$ cat config.mk
export PLATFORM = sky130hd
export DESIGN_NAME = centered_binomial_sampler
export DESIGN_NICKNAME = d
export VERILOG_FILES = /design/src/sv/cbs_pkg.sv /design/src/sv/cbs_front.sv /design/src/sv/cbs_fifo.sv /design/src/sv/cbs_back.sv /design/src/sv/centered_binomial_sampler.sv
export SDC_FILE = /design/constraint.sdc
export NUM_CORES = 1
export LEC_CHECK = 0
export BUFFER_PORTS_ARGS = -buffer_cell sky130_fd_sc_hd__buf_2
export CAP_MARGIN = 20
export CELL_PAD_IN_SITES_DETAIL_PLACEMENT = 0
export CELL_PAD_IN_SITES_GLOBAL_PLACEMENT = 1
export CORE_MARGIN = 2
export CORE_UTILIZATION = 45
export DETAILED_ROUTE_END_ITERATION = 12
export PLACE_DENSITY_LB_ADDON = 0.15
export SLEW_MARGIN = 20
export SYNTH_ARGS = -nofsm -noshare
export SYNTH_HDL_FRONTEND = slang
export SYNTH_SLANG_ARGS = --single-unit
export TNS_END_PERCENT = 5
$ cat constraint.sdc
create_clock -name clk_i -period 7.3 [get_ports clk_i]
set_clock_uncertainty 0.15 [all_clocks]
set_input_delay 0.365 -clock clk_i [delete_from_list [all_inputs] [get_ports clk_i]]
set_output_delay 0.365 -clock clk_i [all_outputs]
set_load 0.02 [all_outputs]
$ cat src/sv/cbs_pkg.sv
// Shared types and constants of the centered binomial sampler.
package cbs_pkg;

  localparam int unsigned EtaW       = 3;
  localparam int unsigned EtaReset   = 2;
  localparam int unsigned EtaMin     = 1;
  localparam int unsigned EtaMax     = 5;
  localparam int unsigned ByteW      = 8;
  localparam int unsigned BufW       = 17;
  localparam int unsigned HeldW      = 5;
  localparam int unsigned ChunkW     = 12;
  localparam int unsigned CountW     = 3;
  localparam int unsigned CoeffW     = 4;
  localparam int unsigned IndexW     = 8;
  localparam int unsigned QueueDepth = 2;
  localparam int unsigned PolyLengthDefault = 256;
  localparam int unsigned ApbAddrW   = 3;
  localparam int unsigned ApbDataW   = 32;

  // Register index of eta on the configuration port.
  localparam logic RegEta = 1'b0;

  // One queued job: the stream bits of all coefficients that one byte completes.
  typedef struct packed {
    logic [ChunkW-1:0] chunk;
    logic [CountW-1:0] count;
  } cbs_job_t;

endpackage

$ cat src/sv/cbs_front.sv
// Front end: appends each byte to the bit buffer and queues the coefficients it completes.
module cbs_front (
  input  logic                       clk_i,
  input  logic                       rst_ni,
  input  logic                       clear_i,
  input  logic [cbs_pkg::EtaW-1:0]   eta_i,
  input  logic                       in_valid_i,
  output logic                       in_ready_o,
  input  logic [cbs_pkg::ByteW-1:0]  random_byte_i,
  input  logic                       queue_full_i,
  output logic                       job_push_o,
  output cbs_pkg::cbs_job_t          job_o
);
  import cbs_pkg::*;

  logic [BufW-1:0]   buf_q, buf_d;
  logic [HeldW-1:0]  held_q, held_d;
  logic [BufW-1:0]   window;
  logic [HeldW-1:0]  held_plus;
  logic [5:0]        w1, w2, w3, w4, consumed;
  logic [CountW-1:0] n;
  logic              accept;

  assign in_ready_o = !queue_full_i;
  assign accept     = in_valid_i && in_ready_o;

  always_comb begin
    window    = buf_q | ({{(BufW-ByteW){1'b0}}, random_byte_i} << held_q);
    held_plus = held_q + HeldW'(ByteW);
    w1 = {2'b00, eta_i, 1'b0};
    w2 = {1'b0, eta_i, 2'b00};
    w3 = w1 + w2;
    w4 = {eta_i, 3'b000};
    n  = CountW'({1'b0, held_plus} >= w1) + CountW'({1'b0, held_plus} >= w2)
       + CountW'({1'b0, held_plus} >= w3) + CountW'({1'b0, held_plus} >= w4);
    unique case (n)
      3'd1:    consumed = w1;
      3'd2:    consumed = w2;
      3'd3:    consumed = w3;
      3'd4:    consumed = w4;
      default: consumed = '0;
    endcase
    buf_d  = buf_q;
    held_d = held_q;
    if (clear_i) begin
      buf_d  = '0;
      held_d = '0;
    end else if (accept) begin
      buf_d  = window >> consumed;
      held_d = held_plus - consumed[HeldW-1:0];
    end
  end

  assign job_push_o  = accept && (n != '0);
  assign job_o.chunk = window[ChunkW-1:0];
  assign job_o.count = n;

  always_ff @(posedge clk_i or negedge rst_ni) begin
    if (!rst_ni) begin
      buf_q  <= '0;
      held_q <= '0;
    end else begin
      buf_q  <= buf_d;
      held_q <= held_d;
    end
  end

endmodule

$ cat src/sv/cbs_fifo.sv
// Short job queue between the front end and the back end.
module cbs_fifo (
  input  logic              clk_i,
  input  logic              rst_ni,
  input  logic              push_i,
  input  cbs_pkg::cbs_job_t push_data_i,
  output logic              full_o,
  input  logic              pop_i,
  output logic              valid_o,
  output cbs_pkg::cbs_job_t head_o
);
  import cbs_pkg::*;

  localparam int unsigned PtrW = (QueueDepth > 1) ? $clog2(QueueDepth) : 1;
  localparam int unsigned CntW = $clog2(QueueDepth + 1);

  cbs_job_t          entry_q [QueueDepth];
  logic [PtrW-1:0]   wr_ptr_q, wr_ptr_d, rd_ptr_q, rd_ptr_d;
  logic [CntW-1:0]   cnt_q, cnt_d;
  logic              do_push, do_pop;

  assign full_o  = (cnt_q == CntW'(QueueDepth));
  assign valid_o = (cnt_q != '0);
  assign head_o  = entry_q[rd_ptr_q];
  assign do_push = push_i && !full_o;
  assign do_pop  = pop_i && valid_o;

  always_comb begin
    wr_ptr_d = wr_ptr_q;
    rd_ptr_d = rd_ptr_q;
    cnt_d    = cnt_q;
    if (do_push) begin
      wr_ptr_d = (wr_ptr_q == PtrW'(QueueDepth - 1)) ? '0 : wr_ptr_q + 1'b1;
    end
    if (do_pop) begin
      rd_ptr_d = (rd_ptr_q == PtrW'(QueueDepth - 1)) ? '0 : rd_ptr_q + 1'b1;
    end
    if (do_push && !do_pop) begin
      cnt_d = cnt_q + 1'b1;
    end else if (do_pop && !do_push) begin
      cnt_d = cnt_q - 1'b1;
    end
  end

  always_ff @(posedge clk_i) begin
    if (do_push) begin
      entry_q[wr_ptr_q] <= push_data_i;
    end
  end

  always_ff @(posedge clk_i or negedge rst_ni) begin
    if (!rst_ni) begin
      wr_ptr_q <= '0;
      rd_ptr_q <= '0;
      cnt_q    <= '0;
    end else begin
      wr_ptr_q <= wr_ptr_d;
      rd_ptr_q <= rd_ptr_d;
      cnt_q    <= cnt_d;
    end
  end

endmodule

$ cat src/sv/cbs_back.sv
// Back end: turns jobs into coefficients with the polynomial index, one per unstalled cycle.
module cbs_back #(
  parameter int unsigned PolyLength = cbs_pkg::PolyLengthDefault
) (
  input  logic                              clk_i,
  input  logic                              rst_ni,
  input  logic                              clear_i,
  input  logic [cbs_pkg::EtaW-1:0]          eta_i,
  input  logic                              job_valid_i,
  input  cbs_pkg::cbs_job_t                 job_i,
  output logic                              job_pop_o,
  output logic                              out_valid_o,
  input  logic                              out_ready_i,
  output logic signed [cbs_pkg::CoeffW-1:0] coefficient_o,
  output logic [cbs_pkg::IndexW-1:0]        coeff_index_o,
  output logic                              poly_end_o,
  output logic                              run_last_o
);
  import cbs_pkg::*;

  localparam int unsigned CntW = $clog2(PolyLength);

  function automatic logic [2:0] popcnt5(input logic [4:0] v);
    logic [2:0] c;
    c = '0;
    for (int i = 0; i < 5; i++) begin
      c = c + 3'(v[i]);
    end
    return c;
  endfunction

  logic [ChunkW-1:0]      chunk_q, chunk_d;
  logic [CountW-1:0]      left_q, left_d;
  logic [CntW-1:0]        cnt_q, cnt_d;
  logic                   out_valid_q, out_valid_d;
  logic [CoeffW-1:0]      coeff_q;
  logic [IndexW-1:0]      index_q;
  logic                   poly_end_q, run_last_q;
  logic                   out_free, emit, load, last;
  logic [4:0]             half_mask, lo_bits, hi_bits;
  logic [2:0]             ones_lo, ones_hi;
  logic [3:0]             width;
  logic [CntW+IndexW-1:0] cnt_ext;

  assign out_free = !out_valid_q || out_ready_i;
  assign emit     = (left_q != '0) && out_free;
  // The next job may load in the cycle that the current one hands over its last coefficient.
  assign load      = job_valid_i && ((left_q == '0) || ((left_q == CountW'(1)) && emit));
  assign job_pop_o = load;

  always_comb begin
    width     = {eta_i, 1'b0};
    half_mask = 5'((6'd1 << eta_i) - 6'd1);
    lo_bits   = chunk_q[4:0] & half_mask;
    hi_bits   = 5'(chunk_q >> eta_i) & half_mask;
    ones_lo   = popcnt5(lo_bits);
    ones_hi   = popcnt5(hi_bits);
    last      = (cnt_q == CntW'(PolyLength - 1));
    cnt_ext   = {{IndexW{1'b0}}, cnt_q};

    chunk_d     = chunk_q;
    left_d      = left_q;
    cnt_d       = cnt_q;
    out_valid_d = out_ready_i ? 1'b0 : out_valid_q;
    if (emit) begin
      chunk_d     = chunk_q >> width;
      left_d      = left_q - 1'b1;
      cnt_d       = last ? '0 : cnt_q + 1'b1;
      out_valid_d = 1'b1;
    end
    if (load) begin
      chunk_d = job_i.chunk;
      left_d  = job_i.count;
    end
    if (clear_i) begin
      cnt_d  = '0;
      left_d = '0;
    end
  end

  always_ff @(posedge clk_i) begin
    if (emit) begin
      coeff_q    <= {1'b0, ones_lo} - {1'b0, ones_hi};
      index_q    <= cnt_ext[IndexW-1:0];
      poly_end_q <= last;
      run_last_q <= (left_q == CountW'(1));
    end
  end

  always_ff @(posedge clk_i or negedge rst_ni) begin
    if (!rst_ni) begin
      chunk_q     <= '0;
      left_q      <= '0;
      cnt_q       <= '0;
      out_valid_q <= 1'b0;
    end else begin
      chunk_q     <= chunk_d;
      left_q      <= left_d;
      cnt_q       <= cnt_d;
      out_valid_q <= out_valid_d;
    end
  end

  assign out_valid_o   = out_valid_q;
  assign coefficient_o = coeff_q;
  assign coeff_index_o = index_q;
  assign poly_end_o    = poly_end_q;
  assign run_last_o    = run_last_q;

endmodule

$ cat src/sv/centered_binomial_sampler.sv
// Centered binomial sampler: random bytes in, signed coefficients out, eta set over APB.
// Random bytes form one bit stream, bit 0 first; each coefficient uses 2*eta bits and equals
// the popcount of the first eta bits minus that of the next eta. A byte is taken in every
// cycle while the two-entry job queue has room; the back end hands out one coefficient per
// cycle while the receiver is ready; a byte occupies it once per coefficient it completes
// (always four at eta 1, at most two at larger eta, and none for some bytes at eta 5); the
// output transfer rate of one coefficient per cycle sets the sustained throughput. A byte's
// first coefficient passes the job queue, the chunk register and the output register.
// Writing eta (register 0 at address 0; 0 reads as 1, 6 and 7 as 5) flushes the held
// bits and restarts the polynomial index at zero; write it only while the block is idle.
module centered_binomial_sampler #(
  parameter int unsigned PolyLength = cbs_pkg::PolyLengthDefault
) (
  input  logic                              clk_i,
  input  logic                              rst_ni,
  input  logic                              psel,
  input  logic                              penable,
  input  logic                              pwrite,
  input  logic [cbs_pkg::ApbAddrW-1:0]      paddr,
  input  logic [cbs_pkg::ApbDataW-1:0]      pwdata,
  output logic [cbs_pkg::ApbDataW-1:0]      prdata,
  output logic                              pready,
  input  logic                              in_valid_i,
  output logic                              in_ready_o,
  input  logic [cbs_pkg::ByteW-1:0]         random_byte_i,
  output logic                              out_valid_o,
  input  logic                              out_ready_i,
  output logic signed [cbs_pkg::CoeffW-1:0] coefficient_o,
  output logic [cbs_pkg::IndexW-1:0]        coeff_index_o,
  output logic                              poly_end_o,
  output logic                              run_last_o
);
  import cbs_pkg::*;

  logic [EtaW-1:0] eta_q, eta_d;
  logic            cfg_write, eta_write;
  logic            queue_full, job_push, job_valid, job_pop;
  cbs_job_t        push_job, head_job;

  assign pready    = 1'b1;
  assign cfg_write = psel && penable && pwrite && pready;
  assign eta_write = cfg_write && (paddr[2] == RegEta);
  assign prdata    = (paddr[2] == RegEta) ? {{(ApbDataW-EtaW){1'b0}}, eta_q} : '0;

  always_comb begin
    eta_d = pwdata[EtaW-1:0];
    if (eta_d < EtaW'(EtaMin)) begin
      eta_d = EtaW'(EtaMin);
    end else if (eta_d > EtaW'(EtaMax)) begin
      eta_d = EtaW'(EtaMax);
    end
  end

  always_ff @(posedge clk_i or negedge rst_ni) begin
    if (!rst_ni) begin
      eta_q <= EtaW'(EtaReset);
    end else if (eta_write) begin
      eta_q <= eta_d;
    end
  end

  cbs_front u_front (
    .clk_i         (clk_i),
    .rst_ni        (rst_ni),
    .clear_i       (eta_write),
    .eta_i         (eta_q),
    .in_valid_i    (in_valid_i),
    .in_ready_o    (in_ready_o),
    .random_byte_i (random_byte_i),
    .queue_full_i  (queue_full),
    .job_push_o    (job_push),
    .job_o         (push_job)
  );

  cbs_fifo u_fifo (
    .clk_i       (clk_i),
    .rst_ni      (rst_ni),
    .push_i      (job_push),
    .push_data_i (push_job),
    .full_o      (queue_full),
    .pop_i       (job_pop),
    .valid_o     (job_valid),
    .head_o      (head_job)
  );

  cbs_back #(
    .PolyLength (PolyLength)
  ) u_back (
    .clk_i         (clk_i),
    .rst_ni        (rst_ni),
    .clear_i       (eta_write),
    .eta_i         (eta_q),
    .job_valid_i   (job_valid),
    .job_i         (head_job),
    .job_pop_o     (job_pop),
    .out_valid_o   (out_valid_o),
    .out_ready_i   (out_ready_i),
    .coefficient_o (coefficient_o),
    .coeff_index_o (coeff_index_o),
    .poly_end_o    (poly_end_o),
    .run_last_o    (run_last_o)
  );

endmodule

### Yosys cells after proc, flatten, opt, wreduce, memory -nomap -nowiden

Memory sizes are Yosys's and may differ from the RTL's.
Cells that the tools add are included.

* logic and storage cells: 111
* memories: 1
* output and inout bits: 49
* input bits: 50
* memory bits (writable): 30
* flip-flop bits (word level): 67

* equality and inequality tests: 7
* muxes and demuxes: 24
* bitwise operators: 4
* reductions and logical operators: 28
* $add $sub $neg: 22
* magnitude comparators: 6
* shifts and indexed selects: 5

Memory list
* u_fifo.entry_q: words 2, bits a word 15, read ports 1, clocked after memory_dff 0, write ports 1, RTL line cbs_fifo.sv:17 `cbs_job_t entry_q [QueueDepth];`

Operators by type and width (number)
* $mux W17: 2
* $add A3 B1 Y3: 8
* $mux W12: 2
* $mux W8: 3
* $pmux W6 S4: 1
* $mux W3: 6
* $or A17 B17 Y17: 1
* $shl A8 B5 Y17: 1
* $shr A17 B6 Y17: 1
* $ge A5 B6 Y1: 2
* $logic_and A1 B1 Y1: 12
* $reduce_bool A2 Y1: 6
* $shr A12 B3 Y5: 1
* $shr A12 B4 Y12: 1
* $and A5 B5 Y5: 2
* $mux W5: 2
* $reduce_bool A3 Y1: 3
* $add A8 B1 Y8 const B: 1
* $eq A8 B8 Y1 const B: 1
* $add A1 B1 Y2: 3
* $add A4 B5 Y6: 1
* $eq A3 B1 Y1 const B: 2
* $eq A3 B2 Y1 const B: 2
* $mux W1: 6
* other kinds (20): 26

### Depth between registers and ports, before layout

Gate-level depths: netlist of the first run.

* word-level depth: 12
* mapped depth: 24

### By module

A second synthesis of the first run with hierarchy kept.

* cells, all modules: 638
* area total of the unflattened synthesis: 6750.2 sq um

Modules (own cells, without submodules)
* cbs_back: instances 1, cells an instance 254, area each 2582.5 sq um, sequential area each 1021.0 sq um
* cbs_front: instances 1, cells an instance 270, area each 2423.6 sq um, sequential area each 525.5 sq um
* cbs_fifo: instances 1, cells an instance 66, area each 1335.0 sq um, sequential area each 1001.0 sq um
* centered_binomial_sampler: instances 1, cells an instance 48, area each 409.1 sq um, sequential area each 76.3 sq um

### Least setup slack after synthesis of the first run

Ideal clock, no wire load.

* path type: register to register
* start point: register eta_q[0]
* end point: register u_front.held_q[4]
* path buffers: 4
* path slack: 1878 ps
* arrival: 5205 ps
* cell stages (with the launch flop): 25
* clock period less this slack: 5422 ps
* required time: 7084 ps
* cells stage by stage: dfrtp_1 -> clkbuf_1 -> buf_2 -> clkbuf_1 -> inv_1 -> ha_1 -> inv_1 -> ha_1 -> a21o_1 -> a21o_1 -> a21oi_1 -> nor2_1 -> fa_1 -> ha_1 -> mux2_2 -> nand2_1 -> a21oi_1 -> inv_1 -> clkbuf_1 -> ha_1 -> a21o_1 -> a21oi_1 -> xnor3_1 -> a211o_1 -> nand2_1

RTL lines
* start: declaration: RTL line centered_binomial_sampler.sv:35 `logic [EtaW-1:0] eta_q, eta_d;`
* start signal: assignment: RTL line centered_binomial_sampler.sv:56 `eta_q <= EtaW'(EtaReset);`
* start signal: assignment: RTL line centered_binomial_sampler.sv:58 `eta_q <= eta_d;`
* end signal: assignment: RTL line cbs_front.sv:64 `held_q <= held_d;`
* end: declaration: RTL line cbs_front.sv:17 `logic [HeldW-1:0] held_q, held_d;`

==> impl_metrics.py, run 1 <==
metrics = {
    "status": {
        "status": "finished, final reports clean",
    },
    "clock_tree": {
        "ctsLongestPathBuffers": 2,
        "clock-root-buffer": "sky130_fd_sc_hd__clkbuf_16",
        "post_cts_buffers": 0,
        "insertion_delay_ps": 350,
        "tritoncts": "done",
        "clkTransAtPathRegs_ps": 70,
        "cts-buffers-inserted": 9,
        "clkSinkCount": 96,
        "hold_buffers": 0,
        "cts_resized": 0,
        "htree_levels": 3,
    },
    "global_route": {
        "grt_usage": 0.206,
        "antenna_found_initial": 0,
        "grt_start_max_net_pins": 53,
        "number_of_global_route_vias_before_repair": 4782,
        "first_pass_grt_wire_length_mm": 25.6,
        "grt-ovfl-total": 0,
    },
    "yosys": {
        "synth_seq_cells": 96,
        "synthCells": 660,
        "synth_warnings": 0,
        "synth_flop_cell": "sky130_fd_sc_hd__dfrtp_1",
        "netlist.top_cell.by_area": "sky130_fd_sc_hd__edfxtp_1",
        "mean_instance_size_in_the_synthesized_netlist_um2": 9.97,
        "synth_enable_flop_cells": 44,
        "async_reset_ff_frac": 0.542,
        "syn_area_um2": 6580,
        "yosys-top-cells-area": "sky130_fd_sc_hd__edfxtp_1 (20%), sky130_fd_sc_hd__dfrtp_1 (19%), sky130_fd_sc_hd__ha_1 (6.7%), sky130_fd_sc_hd__mux2i_1 (3.8%), sky130_fd_sc_hd__buf_4 (3.4%)",
        "count_of_unique_library_cells_instantiated_by_yosys": 73,
        "synth.top_cell.area_share": 0.201,
        "synth-seq-area-share": 0.399,
    },
    "floorplan": {
        "top_level_ports": 99,
        "total_die_area_um2": 15600,
        "placeableCoreArea_um2": 14400,
        "die_width_um": 125,
        "die_height_um": 125,
        "initial_utilization": 0.456,
        "row_count": 44,
    },
    "finish": {
        "antenna_cells_inserted": 0,
        "fillCellCount": 1389,
        "layout-drive-gt1-share": 0.142,
        "layout_common_cells": "sky130_fd_sc_hd__nor2_1 (54), sky130_fd_sc_hd__dfrtp_1 (51), sky130_fd_sc_hd__nand2_1 (49), sky130_fd_sc_hd__edfxtp_1 (44)",
        "most_common_cell_after_layout_fill_and_taps_aside": "sky130_fd_sc_hd__nor2_1",
        "multi_input_area_um2": 3530,
        "final-seq-area_um2": 2620,
        "layout-area-overhead-vs-synth_pct": 8.52,
        "nets": 771,
    },
    "worst_setup_path": {
        "worstPathRequired_ps": 7450,
        "critical_path.slowest_cell": "sky130_fd_sc_hd__ha_1",
        "cp_max_fo": 32,
        "timing.critical_path.from_type": "flop",
        "worstPathCellList": "buf_4 > inv_1 > ha_1 > inv_1 > ha_1 > a21o_1 > a21o_1 > a21oi_1 > nor2_1 > fa_1 > ha_1 > mux2_2 > nand2_1 > a21oi_1 > buf_4 > inv_1 > buf_4 > ha_1 > a21o_1 > a21oi_1 > xnor3_1 > a211o_1 > nand2_1",
        "critical-path-top-delay-family": "adder cells",
        "critPathArrivalTime_ps": 6060,
        "cp_num_buf_inv": 6,
        "timing.critical_path.to_type": "flop",
        "path_common_cell": "sky130_fd_sc_hd__ha_1",
        "max_stage_delay_ps": 570,
        "critical_path_class": "reg2reg",
    },
    "timing": {
        "final-max-slew-violation-count": 0,
        "rsz0062_at_grt": "false",
        "max_clock_freq_mhz": 169,
        "setup_viol": 0,
        "timing_worst_slew_pin_value_ps": 897,
        "final_min_period_over_clock_period": 0.810,
        "slew_limit_headroom": 0.402,
        "layout_min_cycle_time_ps": 5910,
        "timing.final.ws_setup_ps": 1390,
        "timing_hold_violations_final": 0,
        "finalSetupTns_ps": 0,
    },
    "min_path": {
        "hold_path_class": "in2async",
    },
    "drt": {
        "drt_wl_total_mm": 15.5,
        "via_count": 4878,
        "route.antenna.remaining_nets": 0,
        "detail_route.drc_violations": 0,
        "post_drt_via_cell_ratio": 5.63,
        "post_drt_wl_per_cell_um": 17.8,
        "drt_first_pass_iters": 4,
        "drt_iter0_markers": 363,
    },
    "placed_design": {
        "detailedPlacementHpwl_mm": 10.9,
        "pre_cts_slack_ps": 1390,
        "port_buffers": 37,
        "globalplace.congestion": 0.887,
    },
    "flow_run": {
        "cap_viol_max_count": 0,
    },
}
-- logic make-up (layout without fill, tap and decap cells) --
logic type / after synthesis / after routing / synth area share
simple gates: 171 / 171 / 0.122
xor+xnor: 21 / 21 / 0.0300
buf+inv: 109 / 104 / 0.0820
mux: 48 / 48 / 0.0934
compound gates: 170 / 170 / 0.181
other cells: 2 / 30 / 0.00114
flops: 96 / 96 / 0.399
fa+ha+maj: 43 / 43 / 0.0909
-- per-stage QoR --
step	cell area, µm²	cells	util	hold slack [ps]
floorplan	6680	688	-	-80.6
global placement	6800	851	0.471	323
detailed placement	6800	851	0.471	328
CTS	7130	867	0.495	41.8
global route	7140	867	0.495	72.8
finish	7140	867	0.495	12.9
-- path summary, 6_finish.rpt --
kind / start / to / slack (ps) / cells past startpoint
max: eta_q[1] / u_front.held_q[4] / 1390 / 23
min: rst_ni / u_fifo.cnt_q[0] / 10 / 2
max reg2reg: eta_q[1] / u_front.held_q[4] / 1390 / 23
min reg2reg: u_fifo.wr_ptr_q / u_fifo.wr_ptr_q / 340 / 1
max in group asynchronous: rst_ni / u_front.buf_q[7] / 6500 / 2
min in group clk_i: pwdata[2] / eta_q[2] / 110 / 3
-- layer usage --
metal	part of all wire	vias up	GRT usage
li1	-	2377	-
met1	0.46	2369	0.282
met2	0.48	118	0.338
met3	0.047	14	0.0348
met4	0.010	0	0.0614
met5	0	-	0
-- cell type report --
cell class                      count  area share
Clock buffer                        9      0.0315
Clock inverter                      7      0.0154
Inverter                           40      0.0210
Multi-Input combinational cell    483       0.495
Sequential cell                    96       0.368
Tap cell                          184      0.0322
Timing Repair Buffer               48      0.0375
-- synthesized netlist by cell type, types with 4 or more instances --
library cell and instances:
sky130_fd_sc_hd__a211o_1 6, sky130_fd_sc_hd__nor2b_1 10, sky130_fd_sc_hd__a31oi_1 8, sky130_fd_sc_hd__a22oi_1 5, sky130_fd_sc_hd__xor2_1 9, sky130_fd_sc_hd__a22o_1 5
sky130_fd_sc_hd__nand4_1 4, sky130_fd_sc_hd__a21o_1 16, sky130_fd_sc_hd__mux2i_1 25, sky130_fd_sc_hd__nor3_1 10, sky130_fd_sc_hd__o21ai_0 25, sky130_fd_sc_hd__and3_1 5
sky130_fd_sc_hd__clkbuf_1 29, sky130_fd_sc_hd__nand2_1 49, sky130_fd_sc_hd__o211ai_1 4, sky130_fd_sc_hd__nand2b_1 5, sky130_fd_sc_hd__o22ai_1 4, sky130_fd_sc_hd__dfrtp_1 51
sky130_fd_sc_hd__nor2_1 54, sky130_fd_sc_hd__xnor2_1 11, sky130_fd_sc_hd__buf_2 8, sky130_fd_sc_hd__nand3_1 12, sky130_fd_sc_hd__edfxtp_1 44, sky130_fd_sc_hd__inv_1 39
sky130_fd_sc_hd__o31ai_1 5, sky130_fd_sc_hd__buf_4 30, sky130_fd_sc_hd__and2_1 5, sky130_fd_sc_hd__mux4_2 8, sky130_fd_sc_hd__mux2_2 10, sky130_fd_sc_hd__ha_1 35
sky130_fd_sc_hd__a21oi_1 39, sky130_fd_sc_hd__a211oi_1 14, sky130_fd_sc_hd__a221oi_1 6, sky130_fd_sc_hd__fa_1 8, sky130_fd_sc_hd__mux2_4 4, sky130_fd_sc_hd__nand3b_1 6
-- registers in the layout (all words and copies together) (netlist names) --
name                  flops
u_back.out_valid_o        1
eta_q                     3
u_fifo.cnt_q              2
u_back.cnt_q              8
u_back.coefficient_o      4
u_back.left_q             3
u_back.coeff_index_o      8
u_back.run_last_o         1
u_front.held_q            4
u_fifo.wr_ptr_q           1
u_back.poly_end_o         1
u_front.buf_q            17
u_back.chunk_q           12
u_fifo.rd_ptr_q           1
u_fifo.entry_q           30
Power of run 1 is left out: the tool's default activity adds up to more than one toggle a clock period on the data nets, which glitch-free logic cannot reach.
==> run 2, diff against run 1 <==
==> constraint.sdc (replaced) <==
create_clock -name clk_i -period 5.8 [get_ports clk_i]
set_clock_uncertainty 0.15 [all_clocks]
set_input_delay 0.29 -clock clk_i [delete_from_list [all_inputs] [get_ports clk_i]]
set_output_delay 0.29 -clock clk_i [all_outputs]
set_load 0.02 [all_outputs]
==> impl_metrics.py, run 2 (same netlist as run 1, synthesis figures left out) <==
metrics = {
    "global_route": {
        "groute.layer.met1.usage": 0.272,
        "grt_start_max_net_pins": 53,
        "grt-ovfl-total": 0,
        "groute.layer.met3.usage": 0.0455,
        "gr-usage-met2": 0.324,
        "globalRoute.busiestLayer": "met2",
        "grt_usage": 0.201,
        "first_pass_grt_wire_length_mm": 25.1,
        "number_of_global_route_vias_before_repair": 4913,
        "antenna_found_initial": 0,
    },
    "floorplan": {
        "top_level_ports": 99,
        "initial_utilization": 0.456,
        "placeableCoreArea_um2": 14400,
        "die_height_um": 125,
        "die_width_um": 125,
        "row_count": 44,
        "total_die_area_um2": 15600,
    },
    "worst_setup_path": {
        "critPathArrivalTime_ps": 5190,
        "timing.critical_path.from_type": "flop",
        "critical_path_class": "reg2reg",
        "cp_max_fo": 13,
        "worstPathCellList": "inv_1 > ha_1 > inv_1 > ha_1 > a21o_1 > a21o_1 > a21oi_1 > nor2_1 > fa_1 > ha_1 > mux2_2 > nand2_1 > a21oi_1 > inv_1 > ha_1 > a21o_1 > a21oi_1 > xnor3_1 > a211o_1 > nand2_1",
        "max_stage_delay_ps": 630,
        "worstPathRequired_ps": 5950,
        "critical_path.slowest_cell": "sky130_fd_sc_hd__dfstp_2",
        "timing.critical_path.to_type": "flop",
        "path_common_cell": "sky130_fd_sc_hd__ha_1",
    },
    "finish": {
        "final-seq-area_um2": 2620,
        "antenna_cells_inserted": 0,
        "nets": 777,
        "layout_common_cells": "sky130_fd_sc_hd__nor2_1 (54), sky130_fd_sc_hd__dfrtp_1 (51), sky130_fd_sc_hd__nand2_1 (49), sky130_fd_sc_hd__edfxtp_1 (44)",
        "multi_input_area_um2": 3530,
        "max_reg_flops": 30,
        "layout-drive-gt1-share": 0.147,
        "layout-area-overhead-vs-synth_pct": 8.88,
        "fillCellCount": 1359,
        "most_common_cell_after_layout_fill_and_taps_aside": "sky130_fd_sc_hd__nor2_1",
        "registers.top_by_ff_count": "u_fifo.entry_q",
        "largest_registers": "u_fifo.entry_q (30), u_front.buf_q (17), u_back.chunk_q (12)",
    },
    "drt": {
        "detail_route.drc_violations": 0,
        "post_drt_wl_per_cell_um": 17.5,
        "drt_iter0_markers": 345,
        "drt_first_pass_iters": 5,
        "via_count": 4992,
        "post_drt_via_cell_ratio": 5.72,
        "route.antenna.remaining_nets": 0,
        "drt_wl_total_mm": 15.2,
    },
    "timing": {
        "layout_min_cycle_time_ps": 5050,
        "setup_viol": 0,
        "finalSetupTns_ps": 0,
        "rsz0062_at_grt": "false",
        "final-max-slew-violation-count": 0,
        "timing_hold_violations_final": 0,
        "max_clock_freq_mhz": 198,
        "timing_worst_slew_pin_value_ps": 810,
        "final_min_period_over_clock_period": 0.870,
        "slew_limit_headroom": 0.460,
    },
    "clock_tree": {
        "clock-root-buffer": "sky130_fd_sc_hd__clkbuf_16",
        "htree_levels": 3,
        "cts_resized": 0,
        "cts-buffers-inserted": 9,
        "tritoncts": "done",
        "clkSinkCount": 96,
        "insertion_delay_ps": 350,
        "ctsLongestPathBuffers": 2,
        "clkTransAtPathRegs_ps": 70,
        "post_cts_buffers": 0,
    },
    "flow_run": {
        "cap_viol_max_count": 0,
    },
    "placed_design": {
        "port_buffers": 37,
        "globalplace.congestion": 0.886,
        "detailedPlacementHpwl_mm": 10.9,
    },
    "min_path": {
        "hold_path_class": "in2reg",
    },
    "status": {
        "status": "finished, final reports clean",
    },
}
run 2: cell types whose count changed in the layout (fill, tap and decap cells not counted):
cell / change
sky130_fd_sc_hd__bufinv_16: -1
sky130_fd_sc_hd__clkinv_2: -1
sky130_fd_sc_hd__buf_4: +5
sky130_fd_sc_hd__clkinv_1: +1
sky130_fd_sc_hd__clkinvlp_4: +1
sky130_fd_sc_hd__dlygate4sd3_1: +1
run 2: worst paths after layout:
path,slack (ps),startpoint,end,cells past startpoint
worst max-delay path,750,eta_q[1],u_front.held_q[4],20
worst min-delay path,40,pwdata[2],eta_q[2],3
worst max register to register,750,eta_q[1],u_front.held_q[4],20
worst min register to register,340,u_front.buf_q[16],u_front.buf_q[16],2
max in group asynchronous,4550,rst_ni,u_front.buf_q[12],3
min in group asynchronous,460,rst_ni,u_fifo.cnt_q[0],3
run 2: repair_timing:
action,in CTS,in global routing
hold endpoints to repair,51,0
setup endpoints to repair,0,0
hold buffers,1,0
run 2: final cells by class:
cell class	count	area share
clock buffer	9	0.0314
multi-input combinational	483	0.493
tap	184	0.0321
timing repair buffer	54	0.0440
sequential	96	0.366
clock inverter	7	0.0121
inverter	40	0.0210
run 2: metrics by stage:
stage	utilization	hold WS (ps)	instance area, µm²	worst slack, ps	instances
after global routing	0.497	45.5	7160	411	873
after global placement	0.474	324	6840	792	856
after CTS	0.496	13.7	7160	751	873
after floorplan	-	-156	6680	378	688
final	0.497	40.5	7160	752	873
after detailed placement	0.474	330	6840	757	856
run 2: worst max-delay path: cells and delay by family (launching register included):
family | cells | cell delay [ps]
AO/OA/AOI/OAI | 7 | 1160
XOR/XNOR | 1 | 250
adder cells (fa/ha/maj) | 5 | 1760
buffers and inverters | 3 | 410
flip-flops | 1 | 630
multiplexers | 1 | 390
AND/OR/NAND/NOR | 3 | 220
run 2: routing by layer:
metal,share of wire,routed length [µm]
met5,0,0
met1,0.44,6770
met4,0.021,316
met3,0.055,837
met2,0.48,7320
Power of run 2 is left out for the same reason.
==> run 3, diff against run 2 <==
--- a/config.mk
+++ b/config.mk
@@ -12,6 +12,7 @@
 export CORE_MARGIN = 2
 export CORE_UTILIZATION = 45
 export DETAILED_ROUTE_END_ITERATION = 12
+export HOLD_SLACK_MARGIN = 0.15
 export PLACE_DENSITY_LB_ADDON = 0.15
 export SLEW_MARGIN = 20
 export SYNTH_ARGS = -nofsm -noshare
==> impl_metrics.py, run 3 (same netlist as run 1, synthesis figures left out) <==
metrics = {
    "drt": {
        "via_count": 4971,
        "route.antenna.remaining_nets": 0,
        "detail_route.drc_violations": 0,
        "drt_iter0_markers": 372,
        "drt_wl_total_mm": 15.3,
        "post_drt_via_cell_ratio": 5.67,
        "drt_first_pass_iters": 5,
        "post_drt_wl_per_cell_um": 17.4,
    },
    "global_route": {
        "groute.layer.met1.usage": 0.273,
        "grt_start_max_net_pins": 53,
        "number_of_global_route_vias_before_repair": 4936,
        "grt_usage": 0.202,
        "globalRoute.busiestLayer": "met2",
        "grt-ovfl-total": 0,
        "gr-usage-met2": 0.326,
        "antenna_found_initial": 0,
        "groute.layer.met3.usage": 0.0455,
        "first_pass_grt_wire_length_mm": 25.2,
    },
    "clock_tree": {
        "tritoncts": "done",
        "hold_buffers": 5,
        "ctsLongestPathBuffers": 2,
        "clkSinkCount": 96,
        "insertion_delay_ps": 350,
        "cts_resized": 0,
        "post_cts_buffers": 0,
        "htree_levels": 3,
        "clock-root-buffer": "sky130_fd_sc_hd__clkbuf_16",
        "clkTransAtPathRegs_ps": 70,
        "cts-buffers-inserted": 9,
    },
    "worst_setup_path": {
        "critical_path.slowest_cell": "sky130_fd_sc_hd__dfstp_2",
        "worst_setup_sp": "eta_q[1]",
        "startpoint_of_the_most_critical_register_to_register_path": "eta_q[1]",
        "timing.critical_path.from_type": "flop",
        "critical_path_class": "reg2reg",
        "worstPathCellList": "inv_1 > ha_1 > inv_1 > ha_1 > a21o_1 > a21o_1 > a21oi_1 > nor2_1 > fa_1 > ha_1 > mux2_2 > nand2_1 > a21oi_1 > inv_1 > ha_1 > a21o_1 > a21oi_1 > xnor3_1 > a211o_1 > nand2_1",
        "timing.critical_path.to_type": "flop",
        "cp_max_fo": 13,
        "max_stage_delay_ps": 630,
        "path_common_cell": "sky130_fd_sc_hd__ha_1",
        "critPathArrivalTime_ps": 5190,
        "worstPathRequired_ps": 5950,
    },
    "finish": {
        "antenna_cells_inserted": 0,
        "registers.top_by_ff_count": "u_fifo.entry_q",
        "layout-drive-gt1-share": 0.146,
        "most_common_cell_after_layout_fill_and_taps_aside": "sky130_fd_sc_hd__nor2_1",
        "final_cells": 877,
        "layout-area-overhead-vs-synth_pct": 9.49,
        "max_reg_flops": 30,
        "largest_registers": "u_fifo.entry_q (30), u_front.buf_q (17), u_back.chunk_q (12)",
        "fillCellCount": 1355,
        "layout_common_cells": "sky130_fd_sc_hd__nor2_1 (54), sky130_fd_sc_hd__dfrtp_1 (51), sky130_fd_sc_hd__nand2_1 (49), sky130_fd_sc_hd__edfxtp_1 (44)",
        "nets": 781,
    },
    "floorplan": {
        "top_level_ports": 99,
        "die_width_um": 125,
        "die_height_um": 125,
        "initial_utilization": 0.456,
        "placeableCoreArea_um2": 14400,
        "row_count": 44,
        "total_die_area_um2": 15600,
    },
    "placed_design": {
        "detailedPlacementHpwl_mm": 10.9,
        "port_buffers": 37,
        "dp.cells": 856,
        "globalplace.congestion": 0.886,
    },
    "timing": {
        "setup_viol": 0,
        "finalSetupTns_ps": 0,
        "final-max-slew-violation-count": 0,
        "timing_hold_violations_final": 0,
        "slew_limit_headroom": 0.461,
        "rsz0062_at_grt": "false",
        "final_min_period_over_clock_period": 0.870,
        "layout_min_cycle_time_ps": 5050,
        "timing_worst_slew_pin_value_ps": 809,
        "max_clock_freq_mhz": 198,
    },
    "flow_run": {
        "cap_viol_max_count": 0,
    },
    "min_path": {
        "min-delay-start": "random_byte_i[1]",
        "hold_path_class": "in2reg",
    },
    "status": {
        "status": "finished, final reports clean",
    },
}
run 3: changes by cell type in the layout (fill, tap and decap cells not counted), sizes merged:
cell / delta
dlygate4sd3: +4
run 3: critical path: cells and delay by family, from the launching register on:
| kind | cells | cell delay (ps) |
|---|---|---|
| adder cells (fa/ha/maj) | 5 | 1760 |
| AO/OA/AOI/OAI | 7 | 1160 |
| flip-flops | 1 | 630 |
| buffers and inverters | 3 | 410 |
| multiplexers | 1 | 390 |
| XOR/XNOR | 1 | 250 |
| AND/OR/NAND/NOR | 3 | 220 |
run 3: final timing paths:
path,end,slack [ps],cells after the start
min in group asynchronous,u_fifo.cnt_q[0],460,3
setup reg to reg,u_front.held_q[4],750,20
hold / removal,u_fifo.entry_q[0][4],230,2
setup / recovery,u_front.held_q[4],750,20
max in group asynchronous,u_front.buf_q[12],4550,3
hold reg to reg,u_front.buf_q[16],340,2
run 3: layout make-up:
cell class	instances	area, µm²	share of cell area
inverters	40	150	0.0208
repair buffers	58	355	0.0493
multi-input cells	483	3530	0.490
clock inverters	7	86.3	0.0120
well taps	184	230	0.0320
flip-flops and latches	96	2620	0.364
clock buffers	9	225	0.0313
run 3: stage by stage:
stage               hold WS (ps)  utilization  worst slack [ps]  instance area (µm²)
floorplan                   -156            -               378                 6680
global placement             324        0.474               792                 6840
detailed placement           330        0.474               757                 6840
CTS                          215        0.499               751                 7200
global route                 228        0.499               411                 7200
finish                       229        0.499               753                 7200
run 3: routing by layer:
metal  routed length (µm)  share of wire
met3                  734          0.048
met4                  298          0.020
met2                 7360           0.48
met1                 6870           0.45
met5                    0              0
Power of run 3 is left out for the same reason.
